[src/design/ffsa_pkg.sv]
`default_nettype none
// ----------------------------------------------------------------------------
// ffsa_pkg
// Shared constants, types and helpers of the first free slot allocator.
// ----------------------------------------------------------------------------
package ffsa_pkg;

   localparam int SLOTS      = 64;
   localparam int OWNER_BITS = 16;
   localparam int IDX_W      = $clog2(SLOTS);
   localparam int CNT_W      = $clog2(SLOTS + 1);

   typedef logic [IDX_W-1:0]      idx_type;
   typedef logic [CNT_W-1:0]      cnt_type;
   typedef logic [OWNER_BITS-1:0] owner_type;
   typedef logic [SLOTS-1:0]      slot_vec_type;

   typedef enum logic [1:0] {
      REQ_RESERVE = 2'd0,
      REQ_RELEASE = 2'd1,
      REQ_QUERY   = 2'd2
   } req_kind_type;

   typedef enum logic {
      ST_IDLE = 1'b0,
      ST_EXEC = 1'b1
   } state_type;

   typedef enum logic {
      STATUS_OK   = 1'b0,
      STATUS_FAIL = 1'b1
   } status_type;

   // command from the control logic to the owner memory
   typedef struct packed {
      logic      rd_en;
      idx_type   rd_addr;
      logic      wr_en;
      idx_type   wr_addr;
      owner_type wr_data;
   } mem_cmd_type;

   typedef struct packed {
      logic    found;
      idx_type index;
   } first_free_type;

   // lowest set bit of the vector
   function automatic first_free_type find_first(input slot_vec_type vec);
      first_free_type res;
      res.found = 1'b0;
      res.index = '0;
      for (int i = SLOTS - 1; i >= 0; i--) begin
         if (vec[i]) begin
            res.found = 1'b1;
            res.index = IDX_W'(i);
         end
      end
      return res;
   endfunction

endpackage
`default_nettype wire

[src/design/ffsa_if.sv]
`default_nettype none
// ----------------------------------------------------------------------------
// ffsa_if
// Valid/ready channels for allocator requests and responses.
// ----------------------------------------------------------------------------
interface ffsa_req_if;
   logic                           valid;
   logic                           ready;
   logic [1:0]                     req_type;
   logic [ffsa_pkg::OWNER_BITS-1:0] owner_id;
   logic [ffsa_pkg::IDX_W-1:0]      slot_index;

   modport source (output valid, output req_type, output owner_id, output slot_index,
                   input ready);
   modport sink   (input valid, input req_type, input owner_id, input slot_index,
                   output ready);
endinterface

interface ffsa_rsp_if;
   logic                           valid;
   logic                           ready;
   logic                           status;
   logic [ffsa_pkg::IDX_W-1:0]      slot_index_res;
   logic [ffsa_pkg::OWNER_BITS-1:0] owner_id_res;
   logic [ffsa_pkg::CNT_W-1:0]      occupied_count;
   logic [ffsa_pkg::CNT_W-1:0]      free_count;

   modport source (output valid, output status, output slot_index_res,
                   output owner_id_res, output occupied_count, output free_count,
                   input ready);
   modport sink   (input valid, input status, input slot_index_res,
                   input owner_id_res, input occupied_count, input free_count,
                   output ready);
endinterface
`default_nettype wire

[src/design/first_free_slot_allocator_core.sv]
`default_nettype none
// ----------------------------------------------------------------------------
// first_free_slot_allocator_core
// First-fit slot allocator with an owner memory and an occupancy bitmap.
// ----------------------------------------------------------------------------
// In the accept cycle (state IDLE) the owner memory is read at the
// requested slot, and in state EXEC the registered read data,
// the occupancy bitmap and its first-free encoder decide the result, the
// memory and bitmap are updated and the response register is loaded. The
// next item is taken while a response still waits; if the response register
// is still full at the end of an item, that item holds until it drains.
// Writing capacity clears the bitmap and occupied count directly; there
// is no clearing pass. Capacities above 64 act as 64.
module first_free_slot_allocator_core (
   input  wire                            clock,
   input  wire                            reset,
   input  wire                            csr_we,
   input  wire [ffsa_pkg::CNT_W-1:0]      csr_wdata,
   ffsa_req_if.sink                       req_ch,
   ffsa_rsp_if.source                     rsp_ch
);
   import ffsa_pkg::*;

   state_type    state_ff, state_in;
   cnt_type      capacity_ff;
   slot_vec_type occ_ff, occ_in;
   cnt_type      count_ff, count_in;

   logic [1:0]   kind_ff;
   owner_type    owner_ff;
   idx_type      index_ff;

   logic         rsp_valid_ff, rsp_valid_in;
   logic         status_ff, status_in;
   idx_type      idx_res_ff, idx_res_in;
   owner_type    owner_res_ff, owner_res_in;
   cnt_type      occ_cnt_ff, occ_cnt_in;
   cnt_type      free_cnt_ff, free_cnt_in;

   mem_cmd_type    mem_cmd;
   owner_type      rd_data;
   cnt_type        cap_eff;
   slot_vec_type   enable_mask;
   first_free_type first_free;
   logic           req_fire;
   logic           exec_go;
   logic           has_table;
   logic           idx_ok;

   ffsa_owner_mem u_owner_mem (
      .clock   (clock),
      .cmd     (mem_cmd),
      .rd_data (rd_data)
   );

   assign cap_eff = (capacity_ff > CNT_W'(SLOTS)) ? CNT_W'(SLOTS) : capacity_ff;

   for (genvar i = 0; i < SLOTS; i++) begin : g_mask
      assign enable_mask[i] = (CNT_W'(i) < cap_eff);
   end

   assign first_free = find_first(~occ_ff & enable_mask);
   assign has_table  = (cap_eff != '0);
   assign idx_ok     = ({1'b0, index_ff} < cap_eff);

   assign req_ch.ready = (state_ff == ST_IDLE);
   assign req_fire     = req_ch.valid && req_ch.ready;
   assign exec_go      = (state_ff == ST_EXEC) && (!rsp_valid_ff || rsp_ch.ready);

   // next state
   always_comb begin
      state_in = state_ff;
      case (state_ff)
         ST_IDLE: begin
            if (req_fire) begin
               state_in = ST_EXEC;
            end
         end
         ST_EXEC: begin
            if (exec_go) begin
               state_in = ST_IDLE;
            end
         end
         default: state_in = ST_IDLE;
      endcase
   end

   // item evaluation and updates
   always_comb begin
      occ_in       = occ_ff;
      count_in     = count_ff;
      status_in    = STATUS_FAIL;
      idx_res_in   = index_ff;
      owner_res_in = '0;

      mem_cmd.rd_en   = req_fire;
      mem_cmd.rd_addr = req_ch.slot_index;
      mem_cmd.wr_en   = 1'b0;
      mem_cmd.wr_addr = first_free.index;
      mem_cmd.wr_data = owner_ff;

      if (has_table) begin
         case (kind_ff)
            REQ_RESERVE: begin
               if (owner_ff != '0 && first_free.found) begin
                  occ_in[first_free.index] = 1'b1;
                  count_in      = count_ff + cnt_type'(1);
                  idx_res_in    = first_free.index;
                  status_in     = STATUS_OK;
                  mem_cmd.wr_en = exec_go;
               end
            end
            REQ_RELEASE: begin
               if (idx_ok) begin
                  status_in = STATUS_OK;
                  if (occ_ff[index_ff]) begin
                     owner_res_in     = rd_data;
                     occ_in[index_ff] = 1'b0;
                     if (count_ff != '0) begin
                        count_in = count_ff - cnt_type'(1);
                     end
                  end
               end
            end
            REQ_QUERY: begin
               if (idx_ok) begin
                  status_in = STATUS_OK;
                  if (occ_ff[index_ff]) begin
                     owner_res_in = rd_data;
                  end
               end
            end
            default: status_in = STATUS_FAIL;
         endcase
      end

      occ_cnt_in  = has_table ? count_in : '0;
      free_cnt_in = (has_table && cap_eff >= count_in) ? cap_eff - count_in : '0;

      rsp_valid_in = rsp_valid_ff;
      if (exec_go) begin
         rsp_valid_in = 1'b1;
      end else if (rsp_ch.ready) begin
         rsp_valid_in = 1'b0;
      end
   end

   always_ff @(posedge clock) begin
      if (reset) begin
         state_ff     <= ST_IDLE;
         capacity_ff  <= '0;
         occ_ff       <= '0;
         count_ff     <= '0;
         rsp_valid_ff <= 1'b0;
      end else begin
         state_ff     <= state_in;
         rsp_valid_ff <= rsp_valid_in;
         if (csr_we) begin
            capacity_ff <= csr_wdata;
            occ_ff      <= '0;
            count_ff    <= '0;
         end else if (exec_go) begin
            occ_ff   <= occ_in;
            count_ff <= count_in;
         end
      end
   end

   // request and response payload
   always_ff @(posedge clock) begin
      if (req_fire) begin
         kind_ff  <= req_ch.req_type;
         owner_ff <= req_ch.owner_id;
         index_ff <= req_ch.slot_index;
      end
      if (exec_go) begin
         status_ff    <= status_in;
         idx_res_ff   <= idx_res_in;
         owner_res_ff <= owner_res_in;
         occ_cnt_ff   <= occ_cnt_in;
         free_cnt_ff  <= free_cnt_in;
      end
   end

   assign rsp_ch.valid          = rsp_valid_ff;
   assign rsp_ch.status         = status_ff;
   assign rsp_ch.slot_index_res = idx_res_ff;
   assign rsp_ch.owner_id_res   = owner_res_ff;
   assign rsp_ch.occupied_count = occ_cnt_ff;
   assign rsp_ch.free_count     = free_cnt_ff;

endmodule
`default_nettype wire

[src/design/ffsa_owner_mem.sv]
`default_nettype none
// ----------------------------------------------------------------------------
// ffsa_owner_mem
// Owner id storage: one write port, one read port with registered data.
// ----------------------------------------------------------------------------
module ffsa_owner_mem (
   input  wire                        clock,
   input  wire ffsa_pkg::mem_cmd_type cmd,
   output ffsa_pkg::owner_type        rd_data
);
   import ffsa_pkg::*;

   owner_type mem_array [SLOTS];
   owner_type rd_data_ff;

   // entries are only trusted where the occupancy bit is set
   always_ff @(posedge clock) begin
      if (cmd.wr_en) begin
         mem_array[cmd.wr_addr] <= cmd.wr_data;
      end
      if (cmd.rd_en) begin
         rd_data_ff <= mem_array[cmd.rd_addr];
      end
   end

   assign rd_data = rd_data_ff;

endmodule
`default_nettype wire

[src/flat_wrapper.sv]
// flat-port wrapper written by rule: the top's interface ports become plain ports
module first_free_slot_allocator_core_flat import ffsa_pkg::*;
  (clock, reset, csr_we, csr_wdata, req_ch_valid, req_ch_req_type, req_ch_owner_id, req_ch_slot_index, req_ch_ready, rsp_ch_valid, rsp_ch_status, rsp_ch_slot_index_res, rsp_ch_owner_id_res, rsp_ch_occupied_count, rsp_ch_free_count, rsp_ch_ready);
  ffsa_req_if req_ch_i ();
  ffsa_rsp_if rsp_ch_i ();
  input  wire clock;
  input  wire reset;
  input  wire csr_we;
  input  wire [ffsa_pkg::CNT_W-1:0] csr_wdata;
  input wire logic [$bits(req_ch_i.valid)-1:0] req_ch_valid;
  input wire logic [$bits(req_ch_i.req_type)-1:0] req_ch_req_type;
  input wire logic [$bits(req_ch_i.owner_id)-1:0] req_ch_owner_id;
  input wire logic [$bits(req_ch_i.slot_index)-1:0] req_ch_slot_index;
  output wire logic [$bits(req_ch_i.ready)-1:0] req_ch_ready;
  output wire logic [$bits(rsp_ch_i.valid)-1:0] rsp_ch_valid;
  output wire logic [$bits(rsp_ch_i.status)-1:0] rsp_ch_status;
  output wire logic [$bits(rsp_ch_i.slot_index_res)-1:0] rsp_ch_slot_index_res;
  output wire logic [$bits(rsp_ch_i.owner_id_res)-1:0] rsp_ch_owner_id_res;
  output wire logic [$bits(rsp_ch_i.occupied_count)-1:0] rsp_ch_occupied_count;
  output wire logic [$bits(rsp_ch_i.free_count)-1:0] rsp_ch_free_count;
  input wire logic [$bits(rsp_ch_i.ready)-1:0] rsp_ch_ready;
  assign req_ch_i.valid = req_ch_valid;
  assign req_ch_i.req_type = req_ch_req_type;
  assign req_ch_i.owner_id = req_ch_owner_id;
  assign req_ch_i.slot_index = req_ch_slot_index;
  assign req_ch_ready = req_ch_i.ready;
  assign rsp_ch_valid = rsp_ch_i.valid;
  assign rsp_ch_status = rsp_ch_i.status;
  assign rsp_ch_slot_index_res = rsp_ch_i.slot_index_res;
  assign rsp_ch_owner_id_res = rsp_ch_i.owner_id_res;
  assign rsp_ch_occupied_count = rsp_ch_i.occupied_count;
  assign rsp_ch_free_count = rsp_ch_i.free_count;
  assign rsp_ch_i.ready = rsp_ch_ready;
  first_free_slot_allocator_core u_core (.clock(clock), .reset(reset), .csr_we(csr_we), .csr_wdata(csr_wdata), .req_ch(req_ch_i), .rsp_ch(rsp_ch_i));
endmodule
[config.mk]
export PLATFORM = sky130hd
export DESIGN_NAME = first_free_slot_allocator_core_flat
export DESIGN_NICKNAME = d
export VERILOG_FILES = /design/src/design/ffsa_pkg.sv /design/src/design/ffsa_if.sv /design/src/design/first_free_slot_allocator_core.sv /design/src/design/ffsa_owner_mem.sv /design/src/flat_wrapper.sv
export SDC_FILE = /design/constraint.sdc
export NUM_CORES = 1
export LEC_CHECK = 0
export BUFFER_PORTS_ARGS = -buffer_cell sky130_fd_sc_hd__buf_2
export CAP_MARGIN = 10
export CORE_MARGIN = 3
export CORE_UTILIZATION = 65
export CTS_BUF_LIST = sky130_fd_sc_hd__clkbuf_2
export DETAILED_ROUTE_END_ITERATION = 16
export GPL_TIMING_DRIVEN = 0
export PLACE_DENSITY = 0.79
export SYNTH_ARGS = -nofsm -noshare
export SYNTH_HDL_FRONTEND = slang
export SYNTH_SLANG_ARGS = --single-unit
[constraint.sdc]
create_clock -name clock -period 12.3 [get_ports clock]
set_input_delay 1.23 -clock clock [delete_from_list [all_inputs] [get_ports clock]]
set_output_delay 1.23 -clock clock [all_outputs]
set_load 0.01 [all_outputs]
==> flow_metrics.tcl <==
set metrics [dict create \
    status "completed" \
    ys_ff_latch 1181 \
    port_buffers 73 \
    drive_gt1_share_pct 34.18 \
    fmax_mhz 147.3 \
    antenna_found_initial 11 \
    route.detailed.drc 0 \
    setup_viol_count_final 0 \
    drt-pass1-iter-count 6 \
    clockRootBuffer "clkbuf_2" \
    min_path_type "in -> reg" \
    viasPerCell 7.321 \
    worst_ir_drop_vdd_mv 0.1114 \
    vias 31000 \
    end_kind "flop" \
    syn_area_um2 48990 \
    min_period_over_period_pct 55.21 \
    ys_seq_area_share_pct 70.76 \
    path_class "reg -> reg" \
    synth_flop_cell "edfxtp_1" \
    critPathLaunchType "flop" \
    synthArstFlopShare_pct 0 \
    cts_tree "done" \
    cts_buffers 296 \
    design_power_total_mw 7.691 \
    htree_num_levels 5 \
    grt-ovfl-total 0 \
    avgRoutedWirePerCell_um 36.37 \
    worstMarginPinSlew_ns 1.455 \
    wl_um 154000 \
    design.die.area_um2 78700 \
    cts_buffer_depth 4 \
    total_leakage_power_nw 18.10 \
    clk_latency_ns 1.60 \
    drv_cap 0 \
    cp.arrival_ns 7.84 \
    drt_iter0_drc 5121 \
    yosys_warnings 0 \
    post_cts_resized 0 \
    critPathSlowestCell "nor4_4" \
    slew_headroom_pct 2.996 \
    mostFrequentLayoutCell "edfxtp_1" \
    netlist.area_leader.share_pct 67.49 \
    drv_slew 0 \
    yosys.area.top_type "edfxtp_1" \
    rsz0062_at_grt "false" \
    synth_area_leaders "edfxtp_1 67%, mux4_2 16%, dfxtp_1 3.3%, o311ai_0 1.0%, nor2_1 0.80%" \
    die_y_um 280.5 \
    clock_sinks 1181 \
    synth.avg_cell_area_um2 18.97 \
    grt_pass1_wl_um 211000 \
    powerDensity_nw_per_um2 139.5 \
    syn_nets 2638 \
    grt_pass1_vias 29950 \
    ioPinCount 75 \
    cp_max_fo 9 \
    row_count 100 \
    gp_congestion 0.9641 \
    hold_viol_final 0 \
    clk_pin_slew_ns 0.12 \
    track_usage_pct 38.31 \
    area_growth_pct 12.55 \
    layout_common_cells "1,101 x edfxtp_1, 416 x clkbuf_2, 344 x mux4_2, 100 x buf_2, 93 x clkbuf_1" \
    crit_chain "nor4_4, nand3_1, a2111oi_0, nand4_1, and3b_2, a21boi_2, o211ai_1, nand2b_1, a22oi_1, ha_1, nor2b_1, o21ai_0, a21oi_1, o21ai_0, nand3b_1, a21oi_1, nor2b_1, o21ai_1, nor3_1" \
    fin_nets 3119 \
    postSynthCellCount 2583 \
    ys_types 111 \
    grt_max_degree 35 \
    die_w_um 280.5 \
    antenna_left 0 \
    critPathMaxStageDelay_ns 0.86 \
    cp_data_required_time_ns 13.35 \
    min_period_ns 6.791 \
    fp.coreArea_um2 74570 \
    tns_ns 0 \
    initial_utilization_pct 65.69 \
    dp_hpwl_um 102600 \
    finClkSkew_ns 0.2864 \
    synth_edf_count 1101 \
]
## stage by stage
stage	hold slack, ns	std cells	utilization, %	cell area, µm²	setup slack (ns)
4_1_cts	0.01623	4221	73.88	55090	5.706
3_5_place_dp	0.5038	3714	70.32	52440	5.796
5_1_grt	0.05391	4227	73.91	55120	5.311
6_report	0.1144	4234	73.94	55140	5.509
2_1_floorplan	0.4565	2583	-	48990	7.633
3_3_place_gp	0.4806	3625	67.81	50570	5.429
## sequential cells by signal (all words and copies together) (netlist names)
name and flops:
u_core.u_owner_mem.mem_array 1024, u_core.occ_ff 64, u_core.owner_ff 16, u_core.rsp_ch.owner_id_res 16
u_core.u_owner_mem.rd_data 16, u_core.capacity_ff 7, u_core.count_ff 7, u_core.rsp_ch.free_count 7
u_core.rsp_ch.occupied_count 7, u_core.index_ff 6, u_core.rsp_ch.slot_index_res 6, u_core.kind_ff 2
u_core.rsp_ch.status 1, u_core.rsp_ch.valid 1, u_core.state_ff 1
## synthesized netlist by cell type, types with 11 or more instances
cell type / number
a21o_1: 12
a21oi_1: 68
a31oi_1: 14
and2_1: 21
buf_1: 30
buf_2: 27
clkbuf_1: 93
dfxtp_1: 80
edfxtp_1: 1101
ha_1: 18
inv_1: 29
mux2_2: 11
mux2i_1: 12
mux4_2: 344
nand2_1: 68
nand2b_1: 25
nand3_1: 24
nor2_1: 105
nor2b_1: 14
nor3_1: 56
o21ai_0: 65
o21ai_1: 14
o22ai_1: 19
o311ai_0: 57
o31ai_1: 44
## layer usage
layer / global-route usage, % / vias up / routed length (µm)
li1: - / 12020 / -
met4: 15.34 / 10 / 7926
met5: 1.038 / - / 64
met1: 53.73 / 15480 / 53570
met2: 57.39 / 2952 / 70530
met3: 11.78 / 532 / 21900
## path summary, 6_finish.rpt
check / startpoint / end / slack [ns] / depth (start not counted)
setup / recovery: u_core.capacity_ff[0]$_SDFFE_PP0P_ / u_core.rsp_ch.free_count[2]$_SDFFCE_PN0P_ / 5.51 / 19
hold / removal: req_ch_slot_index[3] / u_core.index_ff[3]$_DFFE_PP_ / 0.11 / 1
setup reg to reg: u_core.capacity_ff[0]$_SDFFE_PP0P_ / u_core.rsp_ch.free_count[2]$_SDFFCE_PN0P_ / 5.51 / 19
hold reg to reg: u_core.state_ff$_SDFF_PP0_ / u_core.rsp_ch.valid$_SDFFE_PP0P_ / 0.52 / 2
## worst max-delay path: cells and delay by family, from the launching register on
family / cells / cell delay, ns
AND/OR/NAND/NOR: 9 / 3.22
adder cells (fa/ha/maj): 1 / 0.34
AO/OA/AOI/OAI: 9 / 2.55
flip-flops: 1 / 0.38
## final cells by class
class / count / area [µm²]
clock buffers: 413 / 2067
repair buffers: 183 / 2210
well taps: 969 / 1212
diodes: 12 / 30.03
plain buffers: 168 / 747.0
clock inverters: 74 / 385.4
inverters: 31 / 116.4
flip-flops and latches: 1181 / 34660
multi-input cells: 1203 / 13700
fillers: 4232 / 19440
## where the power goes
group          switching (mW)  leakage (nW)  total [mW]  internal, mW
Combinational           0.454          5.61       0.705         0.252
Sequential             0.0326          10.6        4.45          4.42
Clock                    1.57          1.91        2.54         0.960
## cell families (layout without fill, tap and decap cells)
group                      after synthesis  after routing  share of synthesized area, %
other                                    0             12                             0
and+or+nand+nor                        404            404                         4.500
AOI/OAI and AO/OA                      407            407                         6.058
DFF                                   1181           1181                         70.76
xor gates and xnor gates                 6              6                        0.1073
muxes                                  367            367                         16.31
adders and majority gates               19             19                        0.5006
buffers and inverters                  199            869                         1.762
## what timing repair did
action,4_1_cts,5_1_grt
endpoints found under the hold margin,20,0
setup buffers,0,0
hold buffers,20,0
Power figures use the tool's default switching activity.
